$ cat src/sv/srq_pkg.sv
// ----------------------------------------------------------------------------
// srq_pkg: shared types and constants for the sensor ring query core
// Ring geometry, request codes, sequencer states and channel selects.
// ----------------------------------------------------------------------------
package srq_pkg;

   // Ring geometry
   localparam int RING_DEPTH = 16;
   localparam int PTR_W      = (RING_DEPTH > 1) ? $clog2(RING_DEPTH) : 1;
   localparam int CNT_W      = $clog2(RING_DEPTH + 1);

   // One RAM row holds a sample set: A [7:0], B [15:8], C [47:16]
   localparam int BYTE_W = 8;
   localparam int WIDE_W = 32;
   localparam int ROW_W  = 2 * BYTE_W + WIDE_W;

   // Bit-serial divider
   localparam int DIV_STEPS = WIDE_W;
   localparam int STEP_W    = $clog2(DIV_STEPS);

   // Request codes
   localparam logic [7:0] CODE_LAST_A = 8'hA0;
   localparam logic [7:0] CODE_LAST_B = 8'hA1;
   localparam logic [7:0] CODE_LAST_C = 8'hA2;
   localparam logic [7:0] CODE_MEAN_A = 8'hA3;
   localparam logic [7:0] CODE_MEAN_B = 8'hA4;
   localparam logic [7:0] CODE_MEAN_C = 8'hA5;

   // Item kinds carried on tuser
   localparam logic OP_PUSH  = 1'b0;
   localparam logic OP_QUERY = 1'b1;

   typedef enum logic [4:0] {
      S_IDLE = 5'b00001,
      S_READ = 5'b00010,
      S_SCAN = 5'b00100,
      S_DIV  = 5'b01000,
      S_DONE = 5'b10000
   } state_type;

   typedef enum logic [1:0] {
      CHAN_A = 2'd0,
      CHAN_B = 2'd1,
      CHAN_C = 2'd2
   } chan_type;

   // True for the six codes the core answers
   function automatic logic code_known(input logic [7:0] code);
      code_known = (code == CODE_LAST_A) || (code == CODE_LAST_B) ||
                   (code == CODE_LAST_C) || (code == CODE_MEAN_A) ||
                   (code == CODE_MEAN_B) || (code == CODE_MEAN_C);
   endfunction

endpackage

$ cat src/sv/sensor_ring_last_and_mean_query_core.sv
// ----------------------------------------------------------------------------
// sensor_ring_last_and_mean_query_core: three sample rings with queries
// Push beats store one sample set at a shared write pointer; query beats
// return the newest sample of a channel or the mean of its leading
// nonzero entries.
// ----------------------------------------------------------------------------
//  channel | ports            | tdata (low bit up)                  | tuser
//  --------+------------------+-------------------------------------+---------
//  request | req_t*  (in)     | sample_a, sample_b, sample_c,       | opcode
//          |                  | request_code                        |
//  result  | rsp_t*  (out)    | echo_code, answer_value             | code_invalid
//
//  Mean query: after the start, entries are read one per cycle through the
//  single RAM read port (the first zero entry included), then the
//  bit-serial divider runs unless no entry was summed, then the result is
//  loaded. An invalid code goes straight to loading a zero answer.
//  Reset clears the per-entry valid bits at once; no clearing pass.
//  A finished result waits in the output register; push beats are taken
//  meanwhile; a further query runs, then waits for the register to empty.
// ----------------------------------------------------------------------------
module sensor_ring_last_and_mean_query_core
   import srq_pkg::*;
(
   input  logic        clock,
   input  logic        reset,
   input  logic        req_tvalid,
   output logic        req_tready,
   input  logic [55:0] req_tdata,   // sample_a[7:0], sample_b[15:8],
                                    // sample_c[47:16], request_code[55:48]
   input  logic        req_tuser,   // opcode[0]
   output logic        rsp_tvalid,
   input  logic        rsp_tready,
   output logic [39:0] rsp_tdata,   // echo_code[7:0], answer_value[39:8]
   output logic        rsp_tuser    // code_invalid[0]
);

   state_type             state_ff, state_in;
   logic [PTR_W-1:0]      wr_ptr_ff, wr_ptr_in;
   logic [RING_DEPTH-1:0] valid_ff, valid_in;
   logic [PTR_W-1:0]      scan_idx_ff, scan_idx_in;
   logic [CNT_W-1:0]      count_ff, count_in;
   logic [WIDE_W-1:0]     acc_ff, acc_in;
   logic [CNT_W-1:0]      rem_ff, rem_in;
   logic [STEP_W-1:0]     step_ff, step_in;
   logic [7:0]            code_ff, code_in;
   chan_type              chan_ff, chan_in;
   logic                  mean_ff, mean_in;
   logic                  rd_valid_ff;
   logic                  rsp_valid_ff, rsp_valid_in;
   logic [7:0]            rsp_code_ff, rsp_code_in;
   logic [WIDE_W-1:0]     rsp_answer_ff, rsp_answer_in;
   logic                  rsp_invalid_ff, rsp_invalid_in;

   logic                  ram_wr_en;
   logic [PTR_W-1:0]      ram_rd_addr;
   logic [ROW_W-1:0]      ram_rd_data;
   logic [ROW_W-1:0]      entry;
   logic [WIDE_W-1:0]     field;
   logic [15:0]           sum_short;
   logic [WIDE_W-1:0]     sum_next;
   logic [PTR_W-1:0]      newest_idx;
   logic                  scan_last;
   logic                  ptr_last;
   logic [CNT_W:0]        trial;
   logic [CNT_W:0]        diff;
   logic                  ge;
   logic                  slot_free;

   // Ring storage: one row per sample set
   srq_ram #(
      .WIDTH (ROW_W),
      .DEPTH (RING_DEPTH)
   ) u_ring (
      .clock   (clock),
      .wr_en   (ram_wr_en),
      .wr_addr (wr_ptr_ff),
      .wr_data (req_tdata[ROW_W-1:0]),
      .rd_addr (ram_rd_addr),
      .rd_data (ram_rd_data)
   );

   // Pointer arithmetic
   assign ptr_last   = (wr_ptr_ff == PTR_W'(RING_DEPTH - 1));
   assign newest_idx = (wr_ptr_ff == '0) ? PTR_W'(RING_DEPTH - 1) : wr_ptr_ff - 1'b1;
   assign scan_last  = (scan_idx_ff == PTR_W'(RING_DEPTH - 1));

   // Read address: first read from READ, next entry prefetched during SCAN
   always_comb begin
      case (state_ff)
         S_READ:  ram_rd_addr = mean_ff ? scan_idx_ff : newest_idx;
         S_SCAN:  ram_rd_addr = scan_last ? '0 : scan_idx_ff + 1'b1;
         default: ram_rd_addr = '0;
      endcase
   end

   // Track whether the row being read was ever written
   always_ff @(posedge clock) begin
      rd_valid_ff <= valid_ff[ram_rd_addr];
   end

   // Select the channel field of the returned row; unwritten rows read zero
   assign entry = rd_valid_ff ? ram_rd_data : '0;

   always_comb begin
      case (chan_ff)
         CHAN_A:  field = WIDE_W'(entry[BYTE_W-1:0]);
         CHAN_B:  field = WIDE_W'(entry[2*BYTE_W-1:BYTE_W]);
         CHAN_C:  field = entry[ROW_W-1:2*BYTE_W];
         default: field = '0;
      endcase
   end

   // Running sum: 16-bit wrap for byte channels, 32-bit for the wide one
   assign sum_short = acc_ff[15:0] + field[15:0];

   always_comb begin
      if (chan_ff == CHAN_C) begin
         sum_next = acc_ff + field;
      end else begin
         sum_next = {16'd0, sum_short};
      end
   end

   // Restoring divider step: quotient shifts into acc_ff
   assign trial = {rem_ff, acc_ff[WIDE_W-1]};
   assign diff  = trial - {1'b0, count_ff};
   assign ge    = (trial >= {1'b0, count_ff});

   assign slot_free = !rsp_valid_ff || rsp_tready;

   // Sequencer
   always_comb begin
      state_in       = state_ff;
      wr_ptr_in      = wr_ptr_ff;
      valid_in       = valid_ff;
      scan_idx_in    = scan_idx_ff;
      count_in       = count_ff;
      acc_in         = acc_ff;
      rem_in         = rem_ff;
      step_in        = step_ff;
      code_in        = code_ff;
      chan_in        = chan_ff;
      mean_in        = mean_ff;
      rsp_valid_in   = rsp_valid_ff && !rsp_tready;
      rsp_code_in    = rsp_code_ff;
      rsp_answer_in  = rsp_answer_ff;
      rsp_invalid_in = rsp_invalid_ff;
      ram_wr_en      = 1'b0;

      case (state_ff)
         S_IDLE: begin
            if (req_tvalid) begin
               if (req_tuser == OP_PUSH) begin
                  // Store the sample set and advance the pointer
                  ram_wr_en           = 1'b1;
                  valid_in[wr_ptr_ff] = 1'b1;
                  wr_ptr_in           = ptr_last ? '0 : wr_ptr_ff + 1'b1;
               end else begin
                  code_in     = req_tdata[55:48];
                  acc_in      = '0;
                  scan_idx_in = '0;
                  count_in    = '0;
                  rem_in      = '0;
                  step_in     = '0;
                  state_in    = S_READ;
                  case (req_tdata[55:48])
                     CODE_LAST_A: begin chan_in = CHAN_A; mean_in = 1'b0; end
                     CODE_LAST_B: begin chan_in = CHAN_B; mean_in = 1'b0; end
                     CODE_LAST_C: begin chan_in = CHAN_C; mean_in = 1'b0; end
                     CODE_MEAN_A: begin chan_in = CHAN_A; mean_in = 1'b1; end
                     CODE_MEAN_B: begin chan_in = CHAN_B; mean_in = 1'b1; end
                     CODE_MEAN_C: begin chan_in = CHAN_C; mean_in = 1'b1; end
                     default: begin
                        // Unknown code answers zero right away
                        state_in = S_DONE;
                     end
                  endcase
               end
            end
         end

         S_READ: begin
            state_in = S_SCAN;
         end

         S_SCAN: begin
            if (!mean_ff) begin
               acc_in   = field;
               state_in = S_DONE;
            end else if (field != '0) begin
               // Accumulate and move on; stop after the last ring slot
               acc_in   = sum_next;
               count_in = count_ff + 1'b1;
               if (scan_last) begin
                  state_in = S_DIV;
               end else begin
                  scan_idx_in = scan_idx_ff + 1'b1;
               end
            end else begin
               state_in = S_DIV;
            end
         end

         S_DIV: begin
            if (count_ff == '0) begin
               acc_in   = '0;
               state_in = S_DONE;
            end else begin
               acc_in  = {acc_ff[WIDE_W-2:0], ge};
               rem_in  = ge ? diff[CNT_W-1:0] : trial[CNT_W-1:0];
               step_in = step_ff + 1'b1;
               if (step_ff == STEP_W'(DIV_STEPS - 1)) begin
                  state_in = S_DONE;
               end
            end
         end

         S_DONE: begin
            // Hold until the output register can take the beat
            if (slot_free) begin
               rsp_valid_in   = 1'b1;
               rsp_code_in    = code_ff;
               rsp_answer_in  = acc_ff;
               rsp_invalid_in = !code_known(code_ff);
               state_in       = S_IDLE;
            end
         end

         default: begin
            state_in = S_IDLE;
         end
      endcase
   end

   // Control registers
   always_ff @(posedge clock) begin
      if (reset) begin
         state_ff     <= S_IDLE;
         wr_ptr_ff    <= '0;
         valid_ff     <= '0;
         rsp_valid_ff <= 1'b0;
      end else begin
         state_ff     <= state_in;
         wr_ptr_ff    <= wr_ptr_in;
         valid_ff     <= valid_in;
         rsp_valid_ff <= rsp_valid_in;
      end
   end

   // Datapath registers
   always_ff @(posedge clock) begin
      scan_idx_ff    <= scan_idx_in;
      count_ff       <= count_in;
      acc_ff         <= acc_in;
      rem_ff         <= rem_in;
      step_ff        <= step_in;
      code_ff        <= code_in;
      chan_ff        <= chan_in;
      mean_ff        <= mean_in;
      rsp_code_ff    <= rsp_code_in;
      rsp_answer_ff  <= rsp_answer_in;
      rsp_invalid_ff <= rsp_invalid_in;
   end

   // Ports
   assign req_tready = (state_ff == S_IDLE);
   assign rsp_tvalid = rsp_valid_ff;
   assign rsp_tdata  = {rsp_answer_ff, rsp_code_ff};
   assign rsp_tuser  = rsp_invalid_ff;

   // Checks
   a_push_advances: assert property (@(posedge clock) disable iff (reset)
      (req_tvalid && req_tready && (req_tuser == OP_PUSH)) |=>
      (wr_ptr_ff == (($past(wr_ptr_ff) == PTR_W'(RING_DEPTH - 1)) ?
                     PTR_W'(0) : $past(wr_ptr_ff) + 1'b1)))
      else $error("write pointer did not advance on push");

   a_query_leaves_idle: assert property (@(posedge clock) disable iff (reset)
      (req_tvalid && req_tready && (req_tuser == OP_QUERY)) |=> (state_ff != S_IDLE))
      else $error("query beat left the sequencer idle");

   a_count_bound: assert property (@(posedge clock) disable iff (reset)
      (state_ff == S_DIV) |-> (count_ff <= CNT_W'(RING_DEPTH)))
      else $error("scan count beyond ring depth");

   a_done_delivers: assert property (@(posedge clock) disable iff (reset)
      ((state_ff == S_DONE) && slot_free) |=> (rsp_valid_ff && (state_ff == S_IDLE)))
      else $error("finished query not loaded into output register");

   a_push_no_result: assert property (@(posedge clock) disable iff (reset)
      (req_tvalid && req_tready && (req_tuser == OP_PUSH) && !rsp_valid_ff) |=>
      !rsp_valid_ff)
      else $error("push beat produced a result");

endmodule

$ cat src/sv/srq_ram.sv
// ----------------------------------------------------------------------------
// srq_ram: generic single-write, single-read RAM
// One write port and one read port with registered read data.
// ----------------------------------------------------------------------------
module srq_ram #(
   parameter int WIDTH = 8,
   parameter int DEPTH = 16,
   localparam int AW   = (DEPTH > 1) ? $clog2(DEPTH) : 1
) (
   input  logic             clock,
   input  logic             wr_en,
   input  logic [AW-1:0]    wr_addr,
   input  logic [WIDTH-1:0] wr_data,
   input  logic [AW-1:0]    rd_addr,
   output logic [WIDTH-1:0] rd_data
);

   logic [WIDTH-1:0] mem_ff [DEPTH];
   logic [WIDTH-1:0] rd_data_ff;

   // Write on enable, read every cycle
   always_ff @(posedge clock) begin
      if (wr_en) begin
         mem_ff[wr_addr] <= wr_data;
      end
      rd_data_ff <= mem_ff[rd_addr];
   end

   assign rd_data = rd_data_ff;

endmodule
$ cat config.mk
export PLATFORM = sky130hd
export DESIGN_NAME = sensor_ring_last_and_mean_query_core
export DESIGN_NICKNAME = d
export VERILOG_FILES = /design/src/sv/srq_pkg.sv /design/src/sv/sensor_ring_last_and_mean_query_core.sv /design/src/sv/srq_ram.sv
export SDC_FILE = /design/constraint.sdc
export NUM_CORES = 1
export LEC_CHECK = 0
export ABC_AREA = 1
export BUFFER_PORTS_ARGS = -buffer_cell sky130_fd_sc_hd__buf_4
export CORE_ASPECT_RATIO = 0.9
export CORE_MARGIN = 3
export CORE_UTILIZATION = 51
export DETAILED_ROUTE_END_ITERATION = 6
export PLACE_DENSITY = 0.69
export SYNTH_ARGS = -nofsm -noshare
export SYNTH_HDL_FRONTEND = slang
export SYNTH_SLANG_ARGS = --single-unit
$ cat constraint.sdc
create_clock -name clock -period 3.8 [get_ports clock]
set_clock_uncertainty 0.1 [all_clocks]
set_input_delay 0.57 -clock clock [delete_from_list [all_inputs] [get_ports clock]]
set_output_delay 0.57 -clock clock [all_outputs]
set_load 0.01 [all_outputs]
# After elaboration in Yosys (flattened, before gate mapping)
# Memory sizes are Yosys's and may differ from the RTL's. A register that Yosys moved wholly into a read port is not among the register bits.
# Index checks and enable logic that the tools add are counted.
dict set report word_totals {
  reg_bits 130
  memories 1
  input_bits 61
  word_cells 152
  ramBits 768
  output_inout_bits 43
}
# memory depth word_bits read_ports rd_clocked_by_memory_dff write_ports line_no
set memory_table {}
lappend memory_table {u_ring.mem_ff 16 48 1 1 1 srq_ram.sv:18} ;# logic [WIDTH-1:0] mem_ff [DEPTH];
dict set report classes {
  mux 53
  add_sub_neg 8
  eq_ne 32
  order_cmp 4
  reduce_logical 36
  bitwise 2
}
# op n
set ops {}
lappend ops {{32-bit two-way mux} 6}
lappend ops {{32-bit case mux with 3 select lines} 2}
lappend ops {{8-bit equality test (second input constant)} 12}
lappend ops {{5-bit two-way mux} 16}
lappend ops {{48-bit two-way mux} 1}
lappend ops {{4-bit two-way mux} 9}
lappend ops {{32-bit adder} 1}
lappend ops {{32-bit nonzero test} 1}
lappend ops {{5-bit case mux with 2 select lines} 3}
lappend ops {{5-bit case mux with 5 select lines} 1}
lappend ops {{16-bit adder} 1}
lappend ops {{16-bit OR} 1}
lappend ops {{4-bit case mux with 2 select lines} 2}
lappend ops {{4-bit AND reduction} 4}
lappend ops {{2-bit != test (second input constant)} 6}
lappend ops {{5-bit by 1-bit adder with 5-bit output (second input constant)} 2}
lappend ops {{5-bit equality test (second input constant)} 2}
lappend ops {{4-bit by 5-bit < comparator with 1-bit output (second input constant)} 2}
lappend ops {{5-bit AND reduction} 2}
lappend ops {{1-bit two-way mux} 9}
lappend ops {{4-bit by 1-bit adder with 4-bit output (second input constant)} 2}
lappend ops {{4-bit equality test (second input constant)} 2}
lappend ops {{6-bit by 5-bit >= comparator with 1-bit output} 1}
lappend ops {{1-bit logical OR} 6}
lappend ops {{30 further kinds} 41}

# Logic depth before layout (Yosys ltp)
dict set report logic_depth {
  ltp_word 7
  mapped_depth 19
  ltp_nobuf 18
}

# Hierarchy
# Synthesis repeated with hierarchy kept, for this count alone.
dict set report hier_totals {
  hier_cells 4184
  area_unflattened_um2 42184.2
}
# module instances cells_per_inst seq_area_each_um2 area_per_inst_um2
set modules_own_cells {}
lappend modules_own_cells {srq_ram 1 3165 24023.0 33933.8}
lappend modules_own_cells {sensor_ring_last_and_mean_query_core 1 1019 3633.5 8250.4}

# Worst setup path before layout
# OpenSTA, ideal clock, no wires.
dict set report synth_timing {
  path_kind {register -> register}
  start {register state_ff[2]}
  end {register wr_ptr_ff[3]}
  arrival_time_ps 3823
  synth_period_minus_slack_ps 4039
  n_path_buf 0
  required_ps 3584
  path_slack_ps -239
  stages_incl_launch_ff 13
  setup_time_ps 116
  path_cell_list {dfxtp_1 -> nor2_2 -> nand2_1 -> nor3_4 -> inv_1 -> nor3_4 -> inv_1 -> nor2_1 -> inv_1 -> nor2_1 -> inv_1 -> nand2_1 -> nor2_1}
}
dict set report synth_via {
  elab_chain_cells 2
}
# element line_no
set synth_lines {}
lappend synth_lines {{start, declared} sensor_ring_last_and_mean_query_core.sv:37} ;# state_type state_ff, state_in;
lappend synth_lines {{start signal, assigned} sensor_ring_last_and_mean_query_core.sv:243} ;# state_ff <= state_in;
lappend synth_lines {{5-bit by 1-bit equality test with 1-bit output} -}
lappend synth_lines {{via req_tready} sensor_ring_last_and_mean_query_core.sv:27} ;# output logic req_tready,
lappend synth_lines {{3-bit AND reduction (no source line)} -}
lappend synth_lines {{end signal, assigned} sensor_ring_last_and_mean_query_core.sv:244} ;# wr_ptr_ff <= wr_ptr_in;
lappend synth_lines {{end, declared} sensor_ring_last_and_mean_query_core.sv:38} ;# logic [PTR_W-1:0] wr_ptr_ff, wr_ptr_in;
# The timed path passes the listed nets, and every way through them passes these cells.
# A chain may end at the register's enable or synchronous reset.

# Final worst setup path
dict set report layout_timing {
  start {register rd_valid_ff}
  end {register acc_ff[24], data pin}
}
dict set report layout_via {
  elab_chain_cells 7
}
# element line_no
set layout_lines {}
lappend layout_lines {{start, declared} sensor_ring_last_and_mean_query_core.sv:48} ;# logic rd_valid_ff;
lappend layout_lines {{start signal, assigned} sensor_ring_last_and_mean_query_core.sv:98} ;# rd_valid_ff <= valid_ff[ram_rd_addr];
lappend layout_lines {{48-bit two-way mux *} sensor_ring_last_and_mean_query_core.sv:102} ;# assign entry = rd_valid_ff ? ram_rd_data : '0;
lappend layout_lines {{32-bit case mux with 3 select lines *} sensor_ring_last_and_mean_query_core.sv:105} ;# case (chan_ff)
lappend layout_lines {{32-bit adder} sensor_ring_last_and_mean_query_core.sv:118} ;# sum_next = acc_ff + field;
lappend layout_lines {{32-bit two-way mux} sensor_ring_last_and_mean_query_core.sv:117} ;# if (chan_ff == CHAN_C) begin
lappend layout_lines {{32-bit two-way mux} sensor_ring_last_and_mean_query_core.sv:190} ;# end else if (field != '0) begin
lappend layout_lines {{32-bit two-way mux *} sensor_ring_last_and_mean_query_core.sv:187} ;# if (!mean_ff) begin
lappend layout_lines {{32-bit case mux with 3 select lines *} sensor_ring_last_and_mean_query_core.sv:150} ;# case (state_ff)
lappend layout_lines {{via acc_in[24]} sensor_ring_last_and_mean_query_core.sv:42} ;# logic [WIDE_W-1:0] acc_ff, acc_in;
lappend layout_lines {{end signal, assigned} sensor_ring_last_and_mean_query_core.sv:254} ;# acc_ff <= acc_in;
lappend layout_lines {{end, declared} sensor_ring_last_and_mean_query_core.sv:42}
# Mark *: on every way through the listed nets, which the timed path passes. The rest lies on a longest branch. The select of a mux whose other input is x is not followed.

==> results.toml <==
[drt]
dr.pass1.iters = 5
drt-total-wl_um = 98800
vias_per_cell = 5.88
drt_iter0_drc = 2570
ant_nets = 0
avgRoutedWirePerCell_um = 22.5
vias = 25900
drc = 0

[cts]
tritoncts = "yes"
cts_hold_buf = 8
insertion_delay_ns = 0.68
clk_pin_slew_worst_paths_ns = 0.06
cts_max_path_buffers = 3
root_buffer = "clkbuf_16"
cts_inserted_buffers = 92
post_cts_buffers = 0
htreeDepth = 3
cts_resized = 0
cts_sinks = 946

[power_and_ir_drop]
switchingPower_mw = 7.21
irDropWorstVdd_mv = 0.406
clock_power_share = 0.357
internal_power_mw = 18.9
seqPwrFrac = 0.491
swShare = 0.276
p_per_area_nw_per_um2 = 590
p_total_mw = 26.2
cellLeakagePower_nw = 15.5
pwr-share-comb = 0.152

[placed_design]
place_area_um2 = 41100
globalplace.congestion = 0.916
port_buffers = 103
dp_hpwl_um = 56000

[global_route]
grt_max_degree = 138
first_global_vias = 24900
grt_overflow_total = 0
grt_first_pass_wirelength_um = 149000
grt_usage = 0.244
antenna_found_initial = 6

[synth]
synthTopCellsByArea = "edfxtp_1 67%, nor2_1 6.1%, o21ai_0 5.4%"
synth_top_area_cell = "edfxtp_1"
synth-seq-cells = 946
synth-edff-count = 871
synth_common_cells = "871 x edfxtp_1, 631 x nor2_1, 419 x o21ai_0"
yosysWarnings = 0
synth_top_cell_area_share = 0.671
synth_most_common_cell = "edfxtp_1"
synth_fp_nets = 3312
synthDistinctLibCells = 46
syn_avg_cell_area_um2 = 12.1
synth_seq_area_share = 0.710
synthCells = 3208
synth_async_sr_flop_share = 0
syn-cell-area_um2 = 39000
synth_flop_cell = "edfxtp_1"

[timing]
hold_viol_final = 0
tightestPinTransition_ns = 0.994
rsz0062_at_grt = "false"
max_freq_mhz = 305
drv_slew = 0
tns_ns = 0
finalSetupViolCount = 0
post-route-period-util = 0.863
relSlewSlack = 0.336
period_needed_ns = 3.28

[job]
maxCapViolCount = 0

[final_layout]
syn_to_final_growth_pct = 13.9
final_area_um2 = 44400
drive_gt1_frac = 0.106
nNetsFinal = 3407

[floorplanning]
rows = 95
io_pins = 104
coreArea_um2 = 75100
die_area_um2 = 79700
die_width_um = 297
initial_core_util = 0.519
die_height_um = 268

[outcome]
outcome = "finished, final reports clean"

[setup_path]
cp_data_arrival_time_ns = 3.57
crit_path_start_kind = "register"
critical_path_class = "register to register"
crit_fanout = 30
end_kind = "register"
required_ns = 4.09

[worst_hold_path]
min_path_type = "input port to register"
-- kinds of logic after synthesis --
family / synth area share
flops: 0.710
fa+ha+maj: 0.0142
compound gates: 0.131
simple gates: 0.106
buf+inv: 0.0363
xor+xnor: 0.00270
-- area by class of cell --
cell class              instances  area, um^2
fillers                      5877       30800
multi-input cells            1940       10000
inverters                     145         557
diodes                          3        7.51
clock inverters                52         648
repair buffers                178        1720
flip-flops and latches        946       27700
clock buffers                 118        2480
well taps                    1018        1270
-- worst max-delay path, stage by stage (launching register included) --
cell      delay (ns)
dfxtp_1         0.65
nand2_1         0.23
buf_12          0.22
nor2_1          0.15
ha_1            0.30
a21oi_1         0.22
o21ai_0         0.19
a21oi_1         0.30
nor3_1          0.09
a211oi_1        0.29
nand3b_1        0.12
nand3_1         0.09
nand2_1         0.05
-- cells in the final DEF (no fill, tap or decap), types with 75 or more instances in the layout --
cell type	Yosys	layout
buf_4	12	141
o211ai_1	198	198
o21ai_0	419	419
inv_1	138	137
o22ai_1	95	95
clkbuf_16	0	93
edfxtp_1	871	871
nor2_1	631	615
dfxtp_1	75	75
nand2_1	266	265
-- sequential cells by signal, indices dropped and copies added, names as in the netlist --
register and count:
acc_ff 32, rsp_tvalid 1, code_ff 8, rem_ff 5
scan_idx_ff 4, rsp_answer_ff 32, wr_ptr_ff 4, count_ff 5
step_ff 5, state_ff 5, u_ring.mem_ff 768, rsp_tuser 1
chan_ff 2, u_ring.rd_data 48, mean_ff 1, rsp_code_ff 8
rd_valid_ff 1, valid_ff 16
-- power by group through the flow --
stage	clock [mW]	sequential, mW	combinational (mW)
floorplan	0	12.8	2.64
detailed placement	0	13.0	3.95
global placement	0	13.0	3.84
global route	9.90	12.9	4.44
finish	9.34	12.8	3.99
CTS	9.50	12.8	3.98
-- metal layers --
layer	vias to the layer above	part of all wire	GRT usage
met2	1163	0.47	0.393
li1	11900	-	-
met4	6	0.031	0.0880
met3	217	0.087	0.0509
met1	12600	0.41	0.332
met5	-	0.00045	0
-- metrics by stage --
step / hold WS [ns] / worst slack [ns] / std cells / util
5_1_grt: 0.0730 / 0.168 / 4397 / 0.590
3_5_place_dp: 0.309 / 0.558 / 4219 / 0.548
4_1_cts: 0.0529 / 0.541 / 4397 / 0.590
6_report: 0.0860 / 0.521 / 4400 / 0.591
2_1_floorplan: 0.300 / -0.200 / 3208 / -
3_3_place_gp: 0.309 / 0.649 / 4219 / 0.548
-- path summary, 6_finish.rpt --
check / start / endpoint / slack [ns] / cells after the start
max reg2reg: rd_valid_ff / acc_ff[24] / 0.52 / 12
min: req_tdata[9] / u_ring.mem_ff[6][9] / 0.09 / 1
max: rd_valid_ff / acc_ff[24] / 0.52 / 12
min reg2reg: code_ff[0] / rsp_code_ff[0] / 0.32 / 0
(Power assumes the default switching activity.)
